File: config.mk
export PLATFORM = sky130hd
export DESIGN_NAME = fork_pair_arbiter_core
export DESIGN_NICKNAME = d
export VERILOG_FILES = /design/src/rtl/fpa_pkg.sv /design/src/rtl/fork_pair_arbiter_core.sv /design/src/rtl/fpa_cell.sv /design/src/rtl/fpa_queue.sv
export SDC_FILE = /design/constraint.sdc
export NUM_CORES = 1
export LEC_CHECK = 0
export BUFFER_PORTS_ARGS = -buffer_cell sky130_fd_sc_hd__buf_2
export CAP_MARGIN = 25
export CORE_ASPECT_RATIO = 0.6
export CORE_MARGIN = 8
export CORE_UTILIZATION = 60
export DETAILED_ROUTE_END_ITERATION = 6
export GPL_TIMING_DRIVEN = 0
export PLACE_DENSITY = 0.79
export SYNTH_ARGS = -nofsm -noshare
export SYNTH_HDL_FRONTEND = slang
export SYNTH_HIERARCHICAL = 1
export SYNTH_SLANG_ARGS = --single-unit
File: constraint.sdc
create_clock -name clk -period 5.7 [get_ports clk]
set_clock_uncertainty 0.2 [all_clocks]
set_input_delay 0.285 -clock clk [delete_from_list [all_inputs] [get_ports clk]]
set_output_delay 0.285 -clock clk [all_outputs]
set_load 0.01 [all_outputs]
File: src/rtl/fpa_pkg.sv
// shared types, codes and helper functions of the fork pair arbiter
package fpa_pkg;

	localparam int MAX_SEATS = 8;
	localparam int SEAT_W    = 3;
	localparam int CNT_W     = 4;

	typedef logic [SEAT_W-1:0]    seat_t;
	typedef logic [CNT_W-1:0]     cnt_t;
	typedef logic [MAX_SEATS-1:0] map_t;
	typedef logic [1:0]           kind_t;

	localparam kind_t KIND_GRANT    = 2'd0;
	localparam kind_t KIND_ALL_FED  = 2'd1;
	localparam kind_t KIND_OVERFLOW = 2'd2;

	localparam logic OP_REQUEST = 1'b0;
	localparam logic OP_RELEASE = 1'b1;

	typedef struct packed {
		logic clear;
		logic push;
		logic step;
		logic keep;
	} q_ctrl_t;

	// both forks of seat s in a ring of n
	function automatic map_t pair_mask(seat_t s, cnt_t n);
		cnt_t nxt;
		map_t m;
		nxt = cnt_t'(s) + cnt_t'(1);
		m = '0;
		m[s] = 1'b1;
		if (nxt >= n) begin
			m[0] = 1'b1;
		end else begin
			m[nxt[SEAT_W-1:0]] = 1'b1;
		end
		return m;
	endfunction

	// seats in use
	function automatic map_t seat_mask(cnt_t n);
		map_t m;
		for (int i = 0; i < MAX_SEATS; i++) begin
			m[i] = (cnt_t'(i) < n);
		end
		return m;
	endfunction

	function automatic cnt_t clamp_seats(cnt_t v);
		cnt_t r;
		if (v < cnt_t'(2)) begin
			r = cnt_t'(2);
		end else if (v > cnt_t'(MAX_SEATS)) begin
			r = cnt_t'(MAX_SEATS);
		end else begin
			r = v;
		end
		return r;
	endfunction

endpackage

File: src/rtl/fork_pair_arbiter_core.sv
// fork pair arbiter top level: fork map, fed map, control and result register
//
//  channel   dir  handshake          payload
//  s_axis    in   tvalid/tready      tuser = op, tdata[2:0] = seat
//  m_axis    out  tvalid/tready      tuser = kind, tdata[2:0] = who, tlast = last
//  cfg       in   cfg_valid/ready    cfg_data = num_seats
//
// a request's result is held in the pending register, then handed to the output register
// a release scans the waiting queue, one cell shift per entry,
// then hands its last result over when it has any
// reset and a num_seats write clear forks, fed map, queue and the finished flag
// a stalled output holds the scan only when a further result must be handed over
module fork_pair_arbiter_core (
	input  logic                clk,
	input  logic                arst_n,
	input  logic                s_axis_tvalid,
	output logic                s_axis_tready,
	input  logic [7:0]          s_axis_tdata,  // [2:0] seat
	input  logic                s_axis_tuser,  // [0] op
	output logic                m_axis_tvalid,
	input  logic                m_axis_tready,
	output logic [7:0]          m_axis_tdata,  // [2:0] who
	output fpa_pkg::kind_t      m_axis_tuser,  // [1:0] kind
	output logic                m_axis_tlast,
	input  logic                cfg_valid,
	output logic                cfg_ready,
	input  fpa_pkg::cnt_t       cfg_data
);
	import fpa_pkg::*;

	localparam logic [1:0] ST_IDLE  = 2'd0;
	localparam logic [1:0] ST_SCAN  = 2'd1;
	localparam logic [1:0] ST_FLUSH = 2'd2;

	logic [1:0] state_q;
	cnt_t       nseat_q;
	map_t       fork_free_q;
	map_t       fed_q;
	logic       finished_q;
	cnt_t       remain_q;
	logic [1:0] grants_q;
	logic       pend_vld_q;
	kind_t      pend_kind_q;
	seat_t      pend_who_q;
	logic       out_vld_q;
	kind_t      out_kind_q;
	seat_t      out_who_q;
	logic       out_last_q;

	q_ctrl_t qc;
	seat_t   head;
	cnt_t    qcount;

	seat_t in_seat;
	logic  in_fire;
	logic  cfg_fire;
	logic  out_free;
	logic  in_live;
	map_t  in_mask;
	logic  in_pair_free;
	map_t  head_mask;
	logic  head_ok;
	logic  scan_busy;
	logic  step;
	logic  all_fed;
	logic  push_out;
	logic  push_last;

	assign in_seat      = s_axis_tdata[SEAT_W-1:0];
	assign in_fire      = s_axis_tvalid && s_axis_tready;
	assign cfg_fire     = cfg_valid && cfg_ready;
	assign out_free     = !out_vld_q || m_axis_tready;
	assign in_live      = !finished_q && (cnt_t'(in_seat) < nseat_q);
	assign in_mask      = pair_mask(in_seat, nseat_q);
	assign in_pair_free = (fork_free_q & in_mask) == in_mask;
	assign head_mask    = pair_mask(head, nseat_q);
	assign head_ok      = (cnt_t'(head) < nseat_q) && (grants_q < 2'd2)
		&& ((fork_free_q & head_mask) == head_mask);
	assign scan_busy    = (state_q == ST_SCAN) && (remain_q != '0);
	assign step         = scan_busy && !(head_ok && pend_vld_q && !out_free);
	assign all_fed      = (fed_q | ~seat_mask(nseat_q)) == '1;

	assign qc.clear = cfg_fire;
	assign qc.push  = (state_q == ST_IDLE) && in_fire && in_live
		&& (s_axis_tuser == OP_REQUEST) && !in_pair_free
		&& (qcount != cnt_t'(MAX_SEATS));
	assign qc.step  = step;
	assign qc.keep  = !head_ok;

	fpa_queue u_queue (
		.clk       (clk),
		.arst_n    (arst_n),
		.ctrl      (qc),
		.push_seat (in_seat),
		.head      (head),
		.count     (qcount)
	);

	// hand the held result to the output register
	always_comb begin
		push_out  = 1'b0;
		push_last = 1'b0;
		unique case (state_q)
			ST_FLUSH: begin
				push_out  = out_free;
				push_last = 1'b1;
			end
			ST_SCAN: begin
				if (remain_q != '0) begin
					push_out = step && head_ok && pend_vld_q;
				end else begin
					push_out = all_fed && pend_vld_q && out_free;
				end
			end
			default: begin
				push_out = 1'b0;
			end
		endcase
	end

	always_ff @(posedge clk or negedge arst_n) begin
		if (!arst_n) begin
			state_q     <= ST_IDLE;
			nseat_q     <= cnt_t'(MAX_SEATS);
			fork_free_q <= '1;
			fed_q       <= '0;
			finished_q  <= 1'b0;
			remain_q    <= '0;
			grants_q    <= '0;
			pend_vld_q  <= 1'b0;
			pend_kind_q <= KIND_GRANT;
			pend_who_q  <= '0;
			out_vld_q   <= 1'b0;
			out_kind_q  <= KIND_GRANT;
			out_who_q   <= '0;
			out_last_q  <= 1'b0;
		end else begin
			if (push_out) begin
				out_vld_q  <= 1'b1;
				out_kind_q <= pend_kind_q;
				out_who_q  <= pend_who_q;
				out_last_q <= push_last;
			end else if (m_axis_tready) begin
				out_vld_q <= 1'b0;
			end

			if (cfg_fire) begin
				nseat_q     <= clamp_seats(cfg_data);
				fork_free_q <= '1;
				fed_q       <= '0;
				finished_q  <= 1'b0;
			end

			unique case (state_q)
				ST_IDLE: begin
					if (in_fire && in_live) begin
						if (s_axis_tuser == OP_REQUEST) begin
							if (in_pair_free) begin
								fork_free_q <= fork_free_q & ~in_mask;
								pend_vld_q  <= 1'b1;
								pend_kind_q <= KIND_GRANT;
								pend_who_q  <= in_seat;
								state_q     <= ST_FLUSH;
							end else if (qcount == cnt_t'(MAX_SEATS)) begin
								pend_vld_q  <= 1'b1;
								pend_kind_q <= KIND_OVERFLOW;
								pend_who_q  <= in_seat;
								state_q     <= ST_FLUSH;
							end
						end else begin
							fork_free_q     <= fork_free_q | in_mask;
							fed_q[in_seat]  <= 1'b1;
							remain_q        <= qcount;
							grants_q        <= '0;
							state_q         <= ST_SCAN;
						end
					end
				end
				ST_SCAN: begin
					if (remain_q != '0) begin
						if (step) begin
							remain_q <= remain_q - cnt_t'(1);
							if (head_ok) begin
								fork_free_q <= fork_free_q & ~head_mask;
								grants_q    <= grants_q + 2'd1;
								pend_vld_q  <= 1'b1;
								pend_kind_q <= KIND_GRANT;
								pend_who_q  <= head;
							end
						end
					end else if (all_fed) begin
						if (!pend_vld_q || out_free) begin
							finished_q  <= 1'b1;
							pend_vld_q  <= 1'b1;
							pend_kind_q <= KIND_ALL_FED;
							pend_who_q  <= '0;
							state_q     <= ST_FLUSH;
						end
					end else begin
						state_q <= pend_vld_q ? ST_FLUSH : ST_IDLE;
					end
				end
				ST_FLUSH: begin
					if (out_free) begin
						pend_vld_q <= 1'b0;
						state_q    <= ST_IDLE;
					end
				end
				default: begin
					state_q <= ST_IDLE;
				end
			endcase
		end
	end

	assign s_axis_tready = (state_q == ST_IDLE);
	assign cfg_ready     = (state_q == ST_IDLE);
	assign m_axis_tvalid = out_vld_q;
	assign m_axis_tdata  = {{(8-SEAT_W){1'b0}}, out_who_q};
	assign m_axis_tuser  = out_kind_q;
	assign m_axis_tlast  = out_last_q;

endmodule

File: src/rtl/fpa_cell.sv
// one wait queue cell: holds a seat, takes its neighbor's seat on a shift
module fpa_cell (
	input  logic          clk,
	input  logic          shift,
	input  logic          load,
	input  fpa_pkg::seat_t load_val,
	input  fpa_pkg::seat_t next_val,
	output fpa_pkg::seat_t val
);
	import fpa_pkg::*;

	seat_t val_q;

	always_ff @(posedge clk) begin
		if (load) begin
			val_q <= load_val;
		end else if (shift) begin
			val_q <= next_val;
		end
	end

	assign val = val_q;

endmodule

File: src/rtl/fpa_queue.sv
// wait queue built as a row of cells that shifts one entry per scan step, a kept head going to the tail
module fpa_queue (
	input  logic             clk,
	input  logic             arst_n,
	input  fpa_pkg::q_ctrl_t ctrl,
	input  fpa_pkg::seat_t   push_seat,
	output fpa_pkg::seat_t   head,
	output fpa_pkg::cnt_t    count
);
	import fpa_pkg::*;

	cnt_t  count_q;
	seat_t cell_val [MAX_SEATS];
	seat_t tail_idx;
	seat_t push_idx;
	cnt_t  tail_cnt;

	assign tail_cnt = count_q - cnt_t'(1);
	assign tail_idx = tail_cnt[SEAT_W-1:0];
	assign push_idx = count_q[SEAT_W-1:0];

	for (genvar i = 0; i < MAX_SEATS; i++) begin : g_cell
		logic  ld;
		seat_t ld_val;
		seat_t nx_val;

		assign ld = (ctrl.push && push_idx == seat_t'(i))
			|| (ctrl.step && ctrl.keep && tail_idx == seat_t'(i));
		assign ld_val = ctrl.push ? push_seat : cell_val[0];

		if (i == MAX_SEATS - 1) begin : g_end
			assign nx_val = cell_val[i];
		end else begin : g_mid
			assign nx_val = cell_val[i+1];
		end

		fpa_cell u_cell (
			.clk      (clk),
			.shift    (ctrl.step),
			.load     (ld),
			.load_val (ld_val),
			.next_val (nx_val),
			.val      (cell_val[i])
		);
	end

	always_ff @(posedge clk or negedge arst_n) begin
		if (!arst_n) begin
			count_q <= '0;
		end else if (ctrl.clear) begin
			count_q <= '0;
		end else if (ctrl.push) begin
			count_q <= count_q + cnt_t'(1);
		end else if (ctrl.step && !ctrl.keep) begin
			count_q <= count_q - cnt_t'(1);
		end
	end

	assign head  = cell_val[0];
	assign count = count_q;

endmodule

Word-level counts from Yosys, hierarchy flattened
Cells that the tools add are included.

storage, ports and cells
  register bits = 70
  input port bits = 18
  output and inout bits = 14
  word-level logic and storage cells = 283

operators by class
  add/sub/neg operators = 6
  muxes and demuxes = 105
  bitwise operators = 13
  order comparisons = 23
  reductions and logical operators = 77
  equal/unequal tests = 36

operator list
  operator               number
  $mux W8                11
  $mux W3                24
  $mux W2                22
  $logic_and A1 B1 Y1    40
  $or A8 B8 Y8           5
  $mux W4                9
  $and A8 B8 Y8          4
  $mux W1                25
  $eq A3 B3 Y1 const B   8
  $not A8 Y8             3
  $reduce_bool A2 Y1     9
  $eq A8 B8 Y1           2
  $lt A3 B4 Y1 const A   4
  $lt A3 B4 Y1 const B   4
  $pmux W8 S2            1
  $mux W7                2
  $demux W1 S3           4
  $eq A3 B2 Y1 const B   4
  $ge A3 B1 Y1 const B   4
  $ne A2 B2 Y1 const B   6
  $logic_or A1 B1 Y1     10
  $reduce_and A5 Y1      2
  $reduce_and A9 Y1      1
  $add A3 B1 Y4 const B  2
  35 further kinds       54

Longest topological paths before layout
  depth after elaboration = 19
  depth in mapped cells = 16
  gate-level depth less buffers = 13

Cells and area by module
Netlist, hierarchy kept.

modules (own cells, without submodules)
  module                  area each (µm²)  cells each  instances  sequential area each (µm²)
  fork_pair_arbiter_core  3587.2           422         1          1062.3
  fpa_cell                130.1            7           8          90.1
  fpa_queue               538.0            56          1          100.1

Worst setup path after synthesis
OpenSTA, ideal clock, no wires.

  path type = input port to flip-flop
  start point = input port s_axis_tdata[0]
  end point = register u_queue.g_cell[2].u_cell.val_q[0] (data pin)
  library setup time = 260 ps
  path slack = 1832 ps
  arrival = 3408 ps
  cell stages on the path = 16
  buffers on the path = 3
  required time = 5240 ps
  cells stage by stage = ha_1 -> xnor2_2 -> inv_2 -> ha_1 -> o21ai_0 -> a22o_1 -> o311ai_1 -> and4b_1 -> buf_2 -> nor2_1 -> and3_1 -> buf_4 -> buf_2 -> a2bb2oi_1 -> mux2i_1 -> mux2_2

RTL lines
  element                 line                          text
  start: declaration      fork_pair_arbiter_core.sv:18  input logic [7:0] s_axis_tdata,
  end signal: assignment  fpa_cell.sv:16                val_q <= load_val;
  end signal: assignment  fpa_cell.sv:18                val_q <= next_val;
  end: declaration        fpa_cell.sv:12                seat_t val_q;

==> results_dict.tcl <==
set metrics [dict create \
    outcome "completed" \
    yosysTopAreaCell "dfrtp_1" \
    comb_power_share_pct 53.2 \
    synth.most_common_cell "nand2_1" \
    dieHeight_um 87.88 \
    crit_buf_inv 4 \
    crit_arrival_ns 4.68 \
    place_inst 671 \
    syn_to_final_growth_pct 12.38 \
    rr_endpoint "u_queue/g_cell[2].u_cell/val[2]$_DFFE_PP_" \
    hold_depth 3 \
    cts_tree "done" \
    io_pins 32 \
    grt_setup_unrepaired "no" \
    ys_seq_elements 70 \
    avgViaCountPerCell 6.659 \
    drv_cap 0 \
    setup_viol 0 \
    yosysTopAreaCellShare_pct 17.92 \
    r2r_setup_slack_ns 0.89 \
    post_cts_buffers 0 \
    clockBufferDepth 2 \
    grt_pass1_vias 4451 \
    syn-cell-area_mm2 0.005166 \
    overflow 0 \
    clk_pin_slew_ns 0.06 \
    rr_worst_depth 13 \
    critPathKind "reg -> reg" \
    placement_rows 26 \
    track_usage_pct 25.44 \
    root_buffer "clkbuf_16" \
    cts.sinks 70 \
    finalMaxSlewViolations 0 \
    port_buffers 21 \
    drt_pass1_iterations 5 \
    fmax_ghz 0.2080 \
    grt_pass1_wl_um 23700 \
    dieArea_mm2 0.01193 \
    final_util_pct 68.90 \
    initial_core_util_pct 61.32 \
    cp_slowest_stage_delay_ns 0.54 \
    hpwl_um 10870 \
    timing.rr.start "nseat_q[1]$_DFFE_PN0P_" \
    setup-tns-final_ns 0 \
    ys_types 83 \
    numCtsBuffers 9 \
    vdd_drop_max_mv 0.3310 \
    p_clk_share_pct 18.9 \
    post-route-drc-count 0 \
    grt_max_degree 47 \
    slew-limit-headroom_pct 31.37 \
    timing.final.hold_violations 0 \
    route.detailed.wl_per_inst_um 21.31 \
    drt_wl_total_um 14710 \
    worstPathCellList "inv_1 > ha_1 > or2_2 > o221ai_1 > nand2_1 > nor2_1 > clkbuf_1 > and3_1 > buf_4 > buf_2 > a2bb2oi_1 > mux2i_1 > mux2_2" \
    die_x_um 135.8 \
    yosys-top-cells-area "dfrtp_1 (18%), edfxtp_1 (14%), mux2_2 (7.2%)" \
    critPathRequiredTime_ns 5.57 \
    fill_cells 650 \
    critical_path.top_delay_family "simple AND/OR/NAND/NOR gates" \
    grt_util_met1_pct 35.55 \
    antenna_found_initial 0 \
    grtUsageMet3_pct 11.51 \
    busiest_layer "met1" \
    finalPower_mw 3.378 \
    diodes 0 \
    final.min_clock_period_ns 4.808 \
    use_met2_pct 34.68 \
    min_from "cfg_data[2]" \
    drive_above_1_share_pct 21.45 \
    crit_fanout 10 \
    htree_levels 3 \
    power_density_mw_per_mm2 581.8 \
    crit_path_start_kind "flop" \
    layout.cells.non_filler 690 \
    clk_latency_ns 0.33 \
    ant_nets 0 \
    synth_common_cells "nand2_1 (45), dfrtp_1 (37), nor2_1 (34)" \
    p_sw_mw 1.496 \
    synthArstFlopShare_pct 65.71 \
    cellLeakagePower_nw 2.419 \
    cp-end-kind "flop" \
    worst_hold_path_type "in -> reg" \
    ys_seq_area_share_pct 36.45 \
    worst_pin_slew_ns 1.015 \
    drt_iter0_drc 765 \
    whs_endpoint "nseat_q[2]$_DFFE_PN0P_" \
    period_share_pct 84.35 \
    seq_power_share_pct 27.9 \
    cp_slowest_cell "o221ai_1" \
    synth_edf_count 24 \
    synth_warnings 6 \
    intPower_mw 1.882 \
    swShare_pct 44.29 \
    synth_area_per_cell_um2 9.675 \
    vias 4595 \
    synthCells 534 \
    coreArea_mm2 0.008426 \
    nets 620 \
    synth_flop_cell "dfrtp_1" \
    gp_congestion 0.9495 \
]
==> state kept, by name, summed over array words and instances, names as in the netlist <==
| signal | count |
|---|---|
| out_who_q | 3 |
| pend_who_q | 3 |
| state_q | 2 |
| grants_q | 2 |
| pend_kind_q | 2 |
| fork_free_q | 8 |
| m_axis_tlast | 1 |
| nseat_q | 4 |
| finished_q | 1 |
| u_queue/g_cell.u_cell/val | 24 |
| fed_q | 8 |
| remain_q | 4 |
| m_axis_tvalid | 1 |
| u_queue/count | 4 |
| m_axis_tuser | 2 |
| pend_vld_q | 1 |
==> cells in the final DEF, fill, tap and decap left out, drive strengths merged, types with 5 or more instances in the layout <==
cell type / count
mux2: 39
a22o: 12
a31oi: 6
clkbuf: 26
dfstp: 9
o31ai: 5
nor3: 12
o22ai: 8
nor2b: 10
or2: 10
o211ai: 6
a21oi: 21
ha: 29
conb: 5
nor2: 34
nand2: 46
mux2i: 11
dfrtp: 37
o21ai: 26
buf: 39
edfxtp: 24
nand3: 20
inv: 27
nand4: 11
nand2b: 6
a211oi: 8
nor3b: 5
==> cell families (layout without fill, tap and decap cells) <==
logic type / Yosys count / after routing / synth area share, %
adders and majority gates: 29 / 29 / 7.024
xor gates and xnor gates: 4 / 4 / 0.9688
other: 1 / 5 / 0.07259
DFF: 70 / 70 / 36.45
muxes: 51 / 51 / 11.14
buffers and inverters: 61 / 101 / 5.522
AOI/OAI and AO/OA: 139 / 139 / 20.27
and+or+nand+nor: 179 / 179 / 18.55
==> worst max-delay path by stage <==
| stage | from | to | slack [ns] | cells after the start |
|---|---|---|---|---|
| floorplan | s_axis_tdata[0] | u_queue/g_cell[2].u_cell/val[0]$_DFFE_PP_ | 1.83 | 16 |
| global placement | s_axis_tdata[0] | u_queue/g_cell[2].u_cell/val[2]$_DFFE_PP_ | 1.02 | 17 |
| detailed placement | s_axis_tdata[0] | u_queue/g_cell[2].u_cell/val[2]$_DFFE_PP_ | 0.86 | 17 |
| CTS | u_queue/g_cell[0].u_cell/val[1]$_DFFE_PP_ | u_queue/g_cell[2].u_cell/val[2]$_DFFE_PP_ | 1.03 | 12 |
| global route | nseat_q[1]$_DFFE_PN0P_ | u_queue/g_cell[2].u_cell/val[2]$_DFFE_PP_ | 0.60 | 13 |
| finish | nseat_q[1]$_DFFE_PN0P_ | u_queue/g_cell[2].u_cell/val[2]$_DFFE_PP_ | 0.89 | 13 |
==> area by class of cell <==
class	count	area [um2]	share of cell area (%)
Multi-Input combinational cell	407	3013	51.90
Tap cell	112	140.1	2.414
Timing Repair Buffer	24	145.1	2.500
Clock buffer	10	229.0	3.944
Inverter	28	105.1	1.810
Sequential cell	70	1883	32.44
Clock inverter	6	110.1	1.897
Buffer	33	180.2	3.103
==> power by group through the flow <==
stage               clock [mW]  sequential (mW)  combinational, mW
floorplan                    0            0.880               1.30
global placement             0            0.927               1.68
detailed placement           0            0.937               1.73
CTS                      0.646            0.931               1.75
global route             0.667            0.963               1.95
finish                   0.638            0.942               1.80
==> tightest hold or removal path: stages <==
cell and delay, ns:
buf_2 0.10, nand3_1 0.06, o21ai_0 0.07
==> metrics by stage <==
step           area, um2  setup slack (ns)  hold slack (ns)
2_1_floorplan       5181             1.832          -0.2106
3_3_place_gp        5426             1.017           0.2600
3_5_place_dp        5426            0.8631           0.2734
4_1_cts             5786             1.033          0.01917
5_1_grt             5806            0.6013          0.05433
6_report            5806            0.8921          0.02091
==> repair_timing <==
action / 4_1_cts / 5_1_grt
resized for setup: 0 / 0
hold buffers: 2 / 0
endpoints found under the hold margin: 31 / 0
==> routing by layer <==
| layer | routed length [um] | share of wire, % |
|---|---|---|
| met1 | 6604 | 45 |
| met2 | 5948 | 40 |
| met3 | 1960 | 13 |
| met4 | 194 | 1.3 |
| met5 | 0 | 0 |
Note: power is estimated with default switching activity, not from simulation.
